==> config.mk <==
export PLATFORM = sky130hd
export DESIGN_NAME = tagged_mailbox_queue_flat
export DESIGN_NICKNAME = d
export VERILOG_FILES = /design/src/rtl/tmq_pkg.sv /design/src/rtl/tmq_if.sv /design/src/rtl/tmq_mem.sv /design/src/rtl/tmq_ctrl.sv /design/src/rtl/tagged_mailbox_queue.sv /design/src/flat_wrapper.sv
export SDC_FILE = /design/constraint.sdc
export NUM_CORES = 1
export LEC_CHECK = 0
export ABC_AREA = 1
export BUFFER_PORTS_ARGS = -buffer_cell sky130_fd_sc_hd__buf_2
export CAP_MARGIN = 30
export CORE_MARGIN = 5
export CORE_UTILIZATION = 35
export CTS_CLUSTER_SIZE = 24
export DETAILED_ROUTE_END_ITERATION = 10
export GPL_TIMING_DRIVEN = 0
export PLACE_DENSITY_LB_ADDON = 0.2
export SYNTH_ARGS = -nofsm -noshare
export SYNTH_HDL_FRONTEND = slang
export SYNTH_SLANG_ARGS = --single-unit
export TNS_END_PERCENT = 50
==> constraint.sdc <==
create_clock -name clk_i -period 7.2 [get_ports clk_i]
set_input_delay 0.36 -clock clk_i [delete_from_list [all_inputs] [get_ports clk_i]]
set_output_delay 0.36 -clock clk_i [all_outputs]
set_load 0.02 [all_outputs]
==> src/rtl/tmq_pkg.sv <==
`default_nettype none

package tmq_pkg;

  localparam int unsigned DefaultQueueDepth = 16;
  localparam int unsigned TagW  = 32;
  localparam int unsigned DataW = 32;
  localparam int unsigned OccW  = 5;

  localparam logic CmdSend = 1'b0;
  localparam logic CmdRead = 1'b1;

  typedef struct packed {
    logic             cmd;
    logic [TagW-1:0]  recipient_tag;
    logic [DataW-1:0] msg_data;
    logic [TagW-1:0]  requester_tag;
  } req_t;

  typedef struct packed {
    logic [DataW-1:0] read_data;
    logic             found;
    logic             dropped;
    logic [OccW-1:0]  occupancy;
  } rsp_t;

  typedef struct packed {
    logic [TagW-1:0]  tag;
    logic [DataW-1:0] data;
  } entry_t;

endpackage

`default_nettype wire

==> src/rtl/tmq_if.sv <==
`default_nettype none

interface tmq_in_if;
  import tmq_pkg::*;

  logic             valid;
  logic             ready;
  logic             cmd;
  logic [TagW-1:0]  recipient_tag;
  logic [DataW-1:0] msg_data;
  logic [TagW-1:0]  requester_tag;

  modport source (output valid, output cmd, output recipient_tag, output msg_data,
                  output requester_tag, input ready);
  modport sink   (input valid, input cmd, input recipient_tag, input msg_data,
                  input requester_tag, output ready);
endinterface

interface tmq_out_if;
  import tmq_pkg::*;

  logic             valid;
  logic             ready;
  logic [DataW-1:0] read_data;
  logic             found;
  logic             dropped;
  logic [OccW-1:0]  occupancy;

  modport source (output valid, output read_data, output found, output dropped,
                  output occupancy, input ready);
  modport sink   (input valid, input read_data, input found, input dropped,
                  input occupancy, output ready);
endinterface

`default_nettype wire

==> src/rtl/tmq_mem.sv <==
`default_nettype none

module tmq_mem #(
  parameter int unsigned Depth = tmq_pkg::DefaultQueueDepth
) (
  input  logic                     clk_i,
  input  logic                     rd_en_i,
  input  logic [$clog2(Depth)-1:0] rd_addr_i,
  output tmq_pkg::entry_t          rd_entry_o,
  input  logic                     wr_en_i,
  input  logic [$clog2(Depth)-1:0] wr_addr_i,
  input  tmq_pkg::entry_t          wr_entry_i
);
  import tmq_pkg::*;

  logic [TagW-1:0]  tag_mem  [Depth];
  logic [DataW-1:0] data_mem [Depth];
  entry_t           rd_entry_q;

  always_ff @(posedge clk_i) begin
    if (wr_en_i) begin
      tag_mem[wr_addr_i]  <= wr_entry_i.tag;
      data_mem[wr_addr_i] <= wr_entry_i.data;
    end
  end

  always_ff @(posedge clk_i) begin
    if (rd_en_i) begin
      rd_entry_q.tag  <= tag_mem[rd_addr_i];
      rd_entry_q.data <= data_mem[rd_addr_i];
    end
  end

  assign rd_entry_o = rd_entry_q;

endmodule

`default_nettype wire

==> src/rtl/tmq_ctrl.sv <==
`default_nettype none

module tmq_ctrl #(
  parameter int unsigned QueueDepth = tmq_pkg::DefaultQueueDepth
) (
  input  logic                          clk_i,
  input  logic                          rst_ni,
  input  logic                          req_valid_i,
  output logic                          req_ready_o,
  input  tmq_pkg::req_t                 req_i,
  output logic                          rsp_valid_o,
  input  logic                          rsp_ready_i,
  output tmq_pkg::rsp_t                 rsp_o,
  output logic                          rd_en_o,
  output logic [$clog2(QueueDepth)-1:0] rd_addr_o,
  input  tmq_pkg::entry_t               rd_entry_i,
  output logic                          wr_en_o,
  output logic [$clog2(QueueDepth)-1:0] wr_addr_o,
  output tmq_pkg::entry_t               wr_entry_o
);
  import tmq_pkg::*;

  localparam int unsigned AW = $clog2(QueueDepth);
  localparam int unsigned CW = $clog2(QueueDepth + 1);
  localparam logic [CW-1:0] Full = CW'(QueueDepth);

  localparam logic [2:0] StIdle    = 3'd0;
  localparam logic [2:0] StScanRd  = 3'd1;
  localparam logic [2:0] StScanCmp = 3'd2;
  localparam logic [2:0] StShiftRd = 3'd3;
  localparam logic [2:0] StShiftWr = 3'd4;
  localparam logic [2:0] StResp    = 3'd5;

  logic [2:0]       state_q, state_d;
  logic [AW-1:0]    idx_q, idx_d;
  logic [CW-1:0]    fill_q, fill_d;
  logic [TagW-1:0]  qtag_q, qtag_d;
  logic [DataW-1:0] rdata_q, rdata_d;
  logic             found_q, found_d;
  logic             dropped_q, dropped_d;
  logic [CW-1:0]    idx_nx1, idx_nx2;

  assign idx_nx1 = CW'(idx_q) + CW'(1);
  assign idx_nx2 = idx_nx1 + CW'(1);

  always_comb begin
    state_d     = state_q;
    idx_d       = idx_q;
    fill_d      = fill_q;
    qtag_d      = qtag_q;
    rdata_d     = rdata_q;
    found_d     = found_q;
    dropped_d   = dropped_q;
    req_ready_o = 1'b0;
    rsp_valid_o = 1'b0;
    rd_en_o     = 1'b0;
    rd_addr_o   = idx_q;
    wr_en_o     = 1'b0;
    wr_addr_o   = idx_q;
    wr_entry_o  = rd_entry_i;

    unique case (state_q)
      StIdle: begin
        req_ready_o = 1'b1;
        if (req_valid_i) begin
          rdata_d   = '0;
          found_d   = 1'b0;
          dropped_d = 1'b0;
          if (req_i.cmd == CmdRead) begin
            qtag_d  = req_i.requester_tag;
            idx_d   = '0;
            state_d = (fill_q == '0) ? StResp : StScanRd;
          end else begin
            wr_addr_o       = AW'(fill_q);
            wr_entry_o.tag  = req_i.recipient_tag;
            wr_entry_o.data = req_i.msg_data;
            if (fill_q == Full) begin
              dropped_d = 1'b1;
            end else begin
              wr_en_o = 1'b1;
              fill_d  = fill_q + CW'(1);
            end
            state_d = StResp;
          end
        end
      end
      StScanRd: begin
        rd_en_o = 1'b1;
        state_d = StScanCmp;
      end
      StScanCmp: begin
        if (rd_entry_i.tag == qtag_q) begin
          rdata_d = rd_entry_i.data;
          found_d = 1'b1;
          if (idx_nx1 < fill_q) begin
            state_d = StShiftRd;
          end else begin
            fill_d  = fill_q - CW'(1);
            state_d = StResp;
          end
        end else if (idx_nx1 < fill_q) begin
          idx_d   = idx_q + AW'(1);
          state_d = StScanRd;
        end else begin
          state_d = StResp;
        end
      end
      StShiftRd: begin
        rd_en_o   = 1'b1;
        rd_addr_o = AW'(idx_nx1);
        state_d   = StShiftWr;
      end
      StShiftWr: begin
        wr_en_o = 1'b1;
        idx_d   = idx_q + AW'(1);
        if (idx_nx2 < fill_q) begin
          state_d = StShiftRd;
        end else begin
          fill_d  = fill_q - CW'(1);
          state_d = StResp;
        end
      end
      StResp: begin
        rsp_valid_o = 1'b1;
        if (rsp_ready_i) begin
          state_d = StIdle;
        end
      end
      default: begin
        state_d = StIdle;
      end
    endcase
  end

  always_comb begin
    rsp_o.read_data = rdata_q;
    rsp_o.found     = found_q;
    rsp_o.dropped   = dropped_q;
    rsp_o.occupancy = OccW'(fill_q);
  end

  always_ff @(posedge clk_i or negedge rst_ni) begin
    if (!rst_ni) begin
      state_q <= StIdle;
      fill_q  <= '0;
    end else begin
      state_q <= state_d;
      fill_q  <= fill_d;
    end
  end

  always_ff @(posedge clk_i) begin
    idx_q     <= idx_d;
    qtag_q    <= qtag_d;
    rdata_q   <= rdata_d;
    found_q   <= found_d;
    dropped_q <= dropped_d;
  end

endmodule

`default_nettype wire

==> src/rtl/tagged_mailbox_queue.sv <==
// Tagged mailbox queue: up to QUEUE_DEPTH messages kept in arrival order.
// Input channel in_ch_i carries one request per transfer: cmd selects a send
// (store recipient_tag and msg_data at the tail) or a read (find the oldest
// entry whose tag equals requester_tag, return its data and close the gap).
// Output channel out_ch_o returns exactly one result per request with
// read_data, found, dropped and the occupancy after the operation.
// Entries live in one single-port-read, single-port-write memory with a
// registered read; the sequencer touches it one entry at a time.
// A send writes the tail entry when the request is taken, unless the queue is
// full; a read scans the entries from the oldest, a memory read and then a tag
// compare per entry, up to the match, then moves each later entry down by one
// read and one write. A new request is taken in the cycle after the result has
// moved to the output register.
// Read and write never address the same entry in one cycle.
// Reset clears the fill count, the sequencer and the output valid flag; the
// memory is not cleared, only filled entries are ever read.
// When the receiver stalls, the result holds in the output register; one more
// request can be processed behind it and then waits for the register to free.
`default_nettype none

module tagged_mailbox_queue #(
  parameter int unsigned QUEUE_DEPTH = tmq_pkg::DefaultQueueDepth
) (
  input  logic             clk_i,
  input  logic             rst_ni,
  tmq_in_if.sink           in_ch_i,
  tmq_out_if.source        out_ch_o
);
  import tmq_pkg::*;

  localparam int unsigned AW = $clog2(QUEUE_DEPTH);

  req_t          req;
  rsp_t          rsp;
  logic          rsp_valid;
  logic          rsp_ready;
  logic          rd_en;
  logic [AW-1:0] rd_addr;
  entry_t        rd_entry;
  logic          wr_en;
  logic [AW-1:0] wr_addr;
  entry_t        wr_entry;
  logic          out_valid_q;
  rsp_t          out_q;

  always_comb begin
    req.cmd           = in_ch_i.cmd;
    req.recipient_tag = in_ch_i.recipient_tag;
    req.msg_data      = in_ch_i.msg_data;
    req.requester_tag = in_ch_i.requester_tag;
  end

  tmq_ctrl #(
    .QueueDepth(QUEUE_DEPTH)
  ) u_ctrl (
    .clk_i      (clk_i),
    .rst_ni     (rst_ni),
    .req_valid_i(in_ch_i.valid),
    .req_ready_o(in_ch_i.ready),
    .req_i      (req),
    .rsp_valid_o(rsp_valid),
    .rsp_ready_i(rsp_ready),
    .rsp_o      (rsp),
    .rd_en_o    (rd_en),
    .rd_addr_o  (rd_addr),
    .rd_entry_i (rd_entry),
    .wr_en_o    (wr_en),
    .wr_addr_o  (wr_addr),
    .wr_entry_o (wr_entry)
  );

  tmq_mem #(
    .Depth(QUEUE_DEPTH)
  ) u_mem (
    .clk_i     (clk_i),
    .rd_en_i   (rd_en),
    .rd_addr_i (rd_addr),
    .rd_entry_o(rd_entry),
    .wr_en_i   (wr_en),
    .wr_addr_i (wr_addr),
    .wr_entry_i(wr_entry)
  );

  assign rsp_ready = !out_valid_q || out_ch_o.ready;

  always_ff @(posedge clk_i or negedge rst_ni) begin
    if (!rst_ni) begin
      out_valid_q <= 1'b0;
    end else if (rsp_ready) begin
      out_valid_q <= rsp_valid;
    end
  end

  always_ff @(posedge clk_i) begin
    if (rsp_ready && rsp_valid) begin
      out_q <= rsp;
    end
  end

  assign out_ch_o.valid     = out_valid_q;
  assign out_ch_o.read_data = out_q.read_data;
  assign out_ch_o.found     = out_q.found;
  assign out_ch_o.dropped   = out_q.dropped;
  assign out_ch_o.occupancy = out_q.occupancy;

endmodule

`default_nettype wire

==> src/flat_wrapper.sv <==
// flat-port wrapper written by rule: the top's interface ports become plain ports
module tagged_mailbox_queue_flat import tmq_pkg::*;
#(
  parameter int unsigned QUEUE_DEPTH = tmq_pkg::DefaultQueueDepth
)
  (clk_i, rst_ni, in_ch_i_valid, in_ch_i_cmd, in_ch_i_recipient_tag, in_ch_i_msg_data, in_ch_i_requester_tag, in_ch_i_ready, out_ch_o_valid, out_ch_o_read_data, out_ch_o_found, out_ch_o_dropped, out_ch_o_occupancy, out_ch_o_ready);
  tmq_in_if in_ch_i_i ();
  tmq_out_if out_ch_o_i ();
  input  logic clk_i;
  input  logic rst_ni;
  input wire logic [$bits(in_ch_i_i.valid)-1:0] in_ch_i_valid;
  input wire logic [$bits(in_ch_i_i.cmd)-1:0] in_ch_i_cmd;
  input wire logic [$bits(in_ch_i_i.recipient_tag)-1:0] in_ch_i_recipient_tag;
  input wire logic [$bits(in_ch_i_i.msg_data)-1:0] in_ch_i_msg_data;
  input wire logic [$bits(in_ch_i_i.requester_tag)-1:0] in_ch_i_requester_tag;
  output wire logic [$bits(in_ch_i_i.ready)-1:0] in_ch_i_ready;
  output wire logic [$bits(out_ch_o_i.valid)-1:0] out_ch_o_valid;
  output wire logic [$bits(out_ch_o_i.read_data)-1:0] out_ch_o_read_data;
  output wire logic [$bits(out_ch_o_i.found)-1:0] out_ch_o_found;
  output wire logic [$bits(out_ch_o_i.dropped)-1:0] out_ch_o_dropped;
  output wire logic [$bits(out_ch_o_i.occupancy)-1:0] out_ch_o_occupancy;
  input wire logic [$bits(out_ch_o_i.ready)-1:0] out_ch_o_ready;
  assign in_ch_i_i.valid = in_ch_i_valid;
  assign in_ch_i_i.cmd = in_ch_i_cmd;
  assign in_ch_i_i.recipient_tag = in_ch_i_recipient_tag;
  assign in_ch_i_i.msg_data = in_ch_i_msg_data;
  assign in_ch_i_i.requester_tag = in_ch_i_requester_tag;
  assign in_ch_i_ready = in_ch_i_i.ready;
  assign out_ch_o_valid = out_ch_o_i.valid;
  assign out_ch_o_read_data = out_ch_o_i.read_data;
  assign out_ch_o_found = out_ch_o_i.found;
  assign out_ch_o_dropped = out_ch_o_i.dropped;
  assign out_ch_o_occupancy = out_ch_o_i.occupancy;
  assign out_ch_o_i.ready = out_ch_o_ready;
  tagged_mailbox_queue #(.QUEUE_DEPTH(QUEUE_DEPTH)) u_core (.clk_i(clk_i), .rst_ni(rst_ni), .in_ch_i(in_ch_i_i), .out_ch_o(out_ch_o_i));
endmodule
# --- Word level (Yosys, flattened, before mapping) ---
# Memory sizes are Yosys's and may differ from the RTL's. A register that Yosys moved wholly into a read port is not among the register bits.
# Index checks and enable logic that the tools add are counted.
totals:
  mem_count: 2
  reg_bits: 118
  mem_bits_rw: 1024
op_classes:
  order_cmp: 2
  add_sub_neg: 5
  n_reduce_logical: 14
  mux: 44
  eq_ne: 17
mem_list:
  columns: ["name", "depth", "width", "rd", "rd_ports_with_merged_regs", "write_ports", "line_no", "source"]
  rows:
  - ["u_core.u_mem.data_mem", 16, 32, 1, 1, 1, "tmq_mem.sv:17", "logic [DataW-1:0] data_mem [Depth];"]
  - ["u_core.u_mem.tag_mem", 16, 32, 1, 1, 1, "tmq_mem.sv:16", "logic [TagW-1:0] tag_mem [Depth];"]
op_table:
  columns: ["op", "count"]
  rows:
  - ["$mux W64", 3]
  - ["$mux W32", 2]
  - ["$pmux W32 S2", 1]
  - ["$eq A32 B32 Y1", 1]
  - ["$mux W4", 8]
  - ["$mux W5", 6]
  - ["$mux W3", 8]
  - ["$ne A2 B2 Y1 const B", 9]
  - ["$pmux W3 S6", 1]
  - ["$pmux W5 S3", 1]
  - ["$pmux W4 S3", 1]
  - ["$mux W1", 11]
  - ["$add A5 B1 Y5 const B", 2]
  - ["$lt A5 B5 Y1", 2]
  - ["$reduce_and A7 Y1", 1]
  - ["$eq A3 B2 Y1 const B", 2]
  - ["$eq A3 B3 Y1 const B", 2]
  - ["$reduce_and A3 Y1", 2]
  - ["$add A4 B1 Y5 const B", 1]
  - ["$eq A5 B5 Y1 const B", 1]
  - ["$logic_not A5 Y1", 1]
  - ["$reduce_and A5 Y1", 1]
  - ["$sub A5 B1 Y5 const B", 1]
  - ["$add A4 B1 Y4 const B", 1]
  - ["other kinds (11)", 13]

# --- Logic depth before layout (Yosys ltp) ---
depth:
  depth_word: 7
  mapped_depth: 16
  depth_no_buf: 16

# --- By module ---
# From an unflattened synthesis, not the netlist that was laid out.
unflattened:
  cells_unflattened: 4759
  area_unflattened_um2: 51638.3
modules_own_cells:
  columns: ["mod", "n_inst", "cells_each", "area_per_inst_um2"]
  rows:
  - ["tmq_mem", 1, 4212, 45800.2]
  - ["tmq_ctrl", 1, 502, 4621.9]
  - ["tagged_mailbox_queue", 1, 45, 1216.2]

# --- Worst setup path before layout ---
# Ideal clock, no wire load.
synth_timing:
  kind: "flip-flop to flip-flop"
  startpoint: "register u_core.u_ctrl.state_q[2]"
  endpoint: "memory u_core.u_mem.data_mem[0][0], enable pin"
  t_required_ps: 6713
  setup_ps: 487
  stages_incl_launch_ff: 9
  arrival_ps: 4142
  slack_ps: 2572
  period_less_slack_ps: 4628
  cell_sequence: "dfrtp_1 -> nor2_1 -> nand2_1 -> nor3_1 -> buf_2 -> nand2_1 -> o21a_1 -> nand3b_1 -> nor2_1"
synth_via:
  elab_chain_cells: 4
  word_cells_on_any_way: 6
  cone_classes: "eq/ne (1); mux (4); reduce/logical (1)"
synth_lines:
  columns: ["element", "line_no", "source"]
  rows:
  - ["start: declaration", "tmq_ctrl.sv:34", "logic [2:0] state_q, state_d;"]
  - ["start signal: assignment", "tmq_ctrl.sv:144", "state_q <= StIdle;"]
  - ["start signal: assignment", "tmq_ctrl.sv:147", "state_q <= state_d;"]
  - ["$eq A3 B3 Y1 / $logic_not A3 Y1 (equally long branches)", "tmq_ctrl.sv:62", "unique case (state_q)"]
  - ["$pmux W1 S2", "tmq_ctrl.sv:62", null]
  - ["$mux W1", "tmq_mem.sv:21", "if (wr_en_i) begin"]
  - ["$mux W1 (implied by the code)", "tmq_mem.sv:23", "data_mem[wr_addr_i] <= wr_entry_i.data;"]
  - ["end: declaration", "tmq_mem.sv:17", null]
# Several ways; a longest one is shown, not always the timed one.

# --- Worst setup path after layout ---
layout_timing:
  startpoint: "register u_core.u_ctrl.state_q[2]"
  endpoint: "memory u_core.u_mem.tag_mem[14][26], enable pin"
layout_via:
  elab_chain_cells: 4
  word_cells_on_any_way: 6
  cone_classes: "eq/ne (1); mux (4); reduce/logical (1)"
layout_lines:
  columns: ["element", "line_no", "source"]
  rows:
  - ["$eq A3 B3 Y1 / $logic_not A3 Y1 (equally long branches)", "tmq_ctrl.sv:62", null]
  - ["$pmux W1 S2", "tmq_ctrl.sv:62", null]
  - ["$mux W1", "tmq_mem.sv:21", null]
  - ["$mux W1 (implied by the code)", "tmq_mem.sv:22", "tag_mem[wr_addr_i] <= wr_entry_i.tag;"]
  - ["end: declaration", "tmq_mem.sv:16", null]
# Several ways; a longest one is shown, not always the timed one.

==> summary.txt <==
Hold path
  – Type of the worst min-delay path: in2reg

Yosys
  – Distinct cell type count after synthesis: 33
  – Mapped cell area: 49360 sq um
  – EDFF count, synth: 1197
  – Synth warn: 0
  – Ys flop type: edfxtp_1
  – Register area share after synthesis: 73.28%
  – Count leader, synth: edfxtp_1
  – Post-Synthesis Cells: 3855
  – Ys async rst share: 0.7463%
  – Synth cell count leaders: edfxtp_1, nand2_1, inv_1
  – Synth top area share: 72.82%
  – Yosys reg bits: 1206
  – Mean Syn Cell Area: 12.80 sq um
  – Post-synth net total: 3971
  – Yosys top cell by area: edfxtp_1
  – Top post-synthesis cells by area: edfxtp_1, o211ai_1, nand2_1

Cells and area
  – Area growth syn-to-layout: 19.33%
  – FF/Latch Area: 36170 sq um
  – Layout fillers: 13020
  – NumNets Final: 4390
  – Layout cells sized above 1: 14.40%
  – Final Util: 42.11%
  – Multi-input gate area: 10080 sq um

Detailed routing
  – Routed len/inst: 25.21 um
  – DRC viols: 0
  – First drt pass iteration count: 6
  – Post-DRT Antenna Nets: 0
  – DR vias/cell: 5.069
  – Final wirelength: 157800 um
  – Vias post-DR: 31740
  – Number of DRC markers in iteration 0: 3231

Floorplan
  – Starting density of the core: 35.29%
  – I/O Pins: 142
  – Core area: 139900 sq um
  – Full die area: 148600 sq um
  – Die W: 385.5 um
  – Num rows: 137
  – Chip height: 385.5 um

Timing
  – RSZ-0062 raised after global routing: false
  – Endpoints failing setup: 0
  – Tmin final: 3.979 ns
  – Clk_skew: 0.02990 ns
  – FMAX: 0.2513 GHz
  – Setup TNS: 0 ns
  – Setup WS post-layout: 3.221 ns
  – Fin crit share: 55.27%
  – Relative slew slack: 27.61%
  – Slew Viols, Final: 0
  – Tightest Pin Transition: 1.079 ns
  – Fin. Hold Viols: 0

CTS
  – Max Buffers Root-to-Sink: 3
  – CTS tree: done
  – Clk sinks: 1206
  – Number of buffers created by CTS: 138
  – Worst skew pair latency: 0.76 ns
  – CTS root buffer: clkbuf_16
  – Worst-path clk slew: 0.06 ns
  – H-tree level count: 4

Global route
  – Global routing's busiest layer: met2
  – Total gr overflow: 0
  – Gr usage total: 21.00%
  – Met3 Usage GRT: 4.715%
  – M1 GR Usage: 28.69%
  – Largest net degree at the start of global routing: 34
  – Initial antenna violation count: 3
  – First-pass GRT wire length: 222800 um
  – Grt met2 use: 33.76%
  – Vias in the first global route: 30490

Power
  – Maximum VDD drop: 0.2919 mV
  – Power density cells: 486.8 nW/um^2
  – Clock power frac: 23.8%
  – Switching portion of total power: 41.47%
  – Sequential Power Share: 35.1%
  – Switching pwr: 11.89 mW
  – Tot Pwr: 28.67 mW
  – Internal: 16.78 mW
  – Combinational Power Share: 41.2%
  – Leak: 21.83 nW

Critical path
  – Crit path buf inv count: 3
  – Crit path DAT: 4.42 ns
  – Setup crit start kind: flop
  – Setup Crit Path Kind: reg2reg
  – Reg-to-Reg Start: u_core.u_ctrl.state_q[2]
  – WP data required: 7.64 ns
  – CP cell instances: nor2_1 > nand2_1 > nor3_1 > buf_2 > nand2_1 > o21ai_0 > nand3_1 > nor2_4 > buf_16 > buf_16
  – Reg2reg setup slack: 3.22 ns
  – Critical-path maximum fanout: 21
  – Reg2reg end: u_core.u_mem.tag_mem[14][26]
  – Slowest-stage cell, CP: nor2_4
  – Crit path max-delay family: simple AND/OR/NAND/NOR gates
  – CP startpoint: u_core.u_ctrl.state_q[2]
  – R2R depth: 10
  – Crit path depth: 10
  – End of the critical path: u_core.u_mem.tag_mem[14][26]
  – Critical path's largest stage delay: 0.85 ns
  – Crit end category: flop

Flow run
  – Max Cap Viol: 0

Placement
  – Final GP Congestion: 0.7883
  – Placement Setup Slack: 3.277 ns
  – Post-DP HPWL: 106600 um
  – IO Port Bufs: 141

Outcome
  – Status: finished clean
state kept, by name, indices dropped and copies added (netlist names), 5 cells and up:
| name | count |
|---|---|
| u_core.out_ch_o.occupancy | 5 |
| u_core.out_ch_o.read_data | 32 |
| u_core.u_ctrl.fill_q | 5 |
| u_core.u_ctrl.qtag_q | 32 |
| u_core.u_ctrl.rdata_q | 32 |
| u_core.u_mem.data_mem | 512 |
| u_core.u_mem.rd_entry_o | 64 |
| u_core.u_mem.tag_mem | 512 |
worst register-to-register path, cell delays in order, from the launching register on:
cell	delay, ns
dfrtp_1	0.45
nor2_1	0.18
nand2_1	0.14
nor3_1	0.26
buf_2	0.48
nand2_1	0.11
o21ai_0	0.26
nand3_1	0.47
nor2_4	0.85
buf_16	0.27
buf_16	0.19
timing repair:
| item | in CTS | in global routing |
|---|---|---|
| setup buffers | 0 | 0 |
| hold endpoints to repair | 53 | 0 |
| gates resized for setup | 0 | 0 |
| hold buffers | 43 | 0 |
cell families (layout without fill, tap and decap cells):
kind of cell	count (synthesis)	count (layout)	synth area share (%)
compound gates	572	572	8.426
xor+xnor	33	33	0.5856
fa+ha+maj	15	15	0.3955
buf+inv	813	1341	6.578
flops	1206	1206	73.28
mux	26	26	0.5932
other cells	0	1	0
simple gates	1190	1190	10.14
cell usage in the layout (no fill, tap or decap), drive strengths merged, types with 14 or more instances in the layout:
master / synthesis / final
inv: 587 / 592
dlygate4sd3: 0 / 43
clkinv: 0 / 55
o21ai: 50 / 50
clkbuf: 54 / 230
xnor2: 27 / 27
edfxtp: 1197 / 1197
nand3: 403 / 403
buf: 172 / 408
mux2: 26 / 26
nand2: 702 / 702
ha: 14 / 14
nor2: 76 / 76
o211ai: 512 / 512
power groups by stage:
stage / clock network, mW / logic [mW] / registers [mW]
CTS: 6.93 / 11.8 / 10.1
floorplan: 0 / 6.17 / 10.3
detailed placement: 0 / 11.7 / 10.2
global route: 7.22 / 12.6 / 10.1
finish: 6.82 / 11.8 / 10.1
global placement: 0 / 11.1 / 10.4
final cells by class:
class | count | area share, %
Sequential cell | 1206 | 61.41
Multi-Input combinational cell | 1836 | 17.12
Clock buffer | 176 | 6.339
Timing Repair Buffer | 279 | 4.565
Tap cell | 1876 | 3.985
Inverter | 587 | 3.741
Buffer | 226 | 1.774
Clock inverter | 73 | 1.064
Antenna cell | 1 | 0.004248
worst min path at each step:
stage                    startpoint                            to  slack (ns)  cells past startpoint
6_report       in_ch_i_msg_data[15]  u_core.u_mem.data_mem[4][15]        0.06                      3
5_1_grt        in_ch_i_msg_data[14]  u_core.u_mem.data_mem[6][14]        0.06                      3
4_1_cts        in_ch_i_msg_data[14]  u_core.u_mem.data_mem[6][14]        0.02                      3
3_5_place_dp                 rst_ni       u_core.u_ctrl.fill_q[1]        0.23                      1
3_3_place_gp                 rst_ni       u_core.u_ctrl.fill_q[1]        0.22                      1
2_1_floorplan                rst_ni         u_core.out_ch_o.valid        0.06                      0
metal layers:
metal  vias to the layer above  wire (um)
li1                      14580          -
met1                     15730      68200
met2                      1194      73090
met3                       240      12480
met4                         0       4056
met5                         -          0
metrics by stage:
step / cells / hold slack, ns / cell area, sq um
floorplan: 3855 / 0.06441 / 49360
global placement: 5872 / 0.2245 / 52410
detailed placement: 5966 / 0.2301 / 54100
CTS: 6258 / 0.02130 / 58890
global route: 6259 / 0.06366 / 58900
finish: 6260 / 0.06430 / 58900
Note: power is estimated with default switching activity, not from simulation.
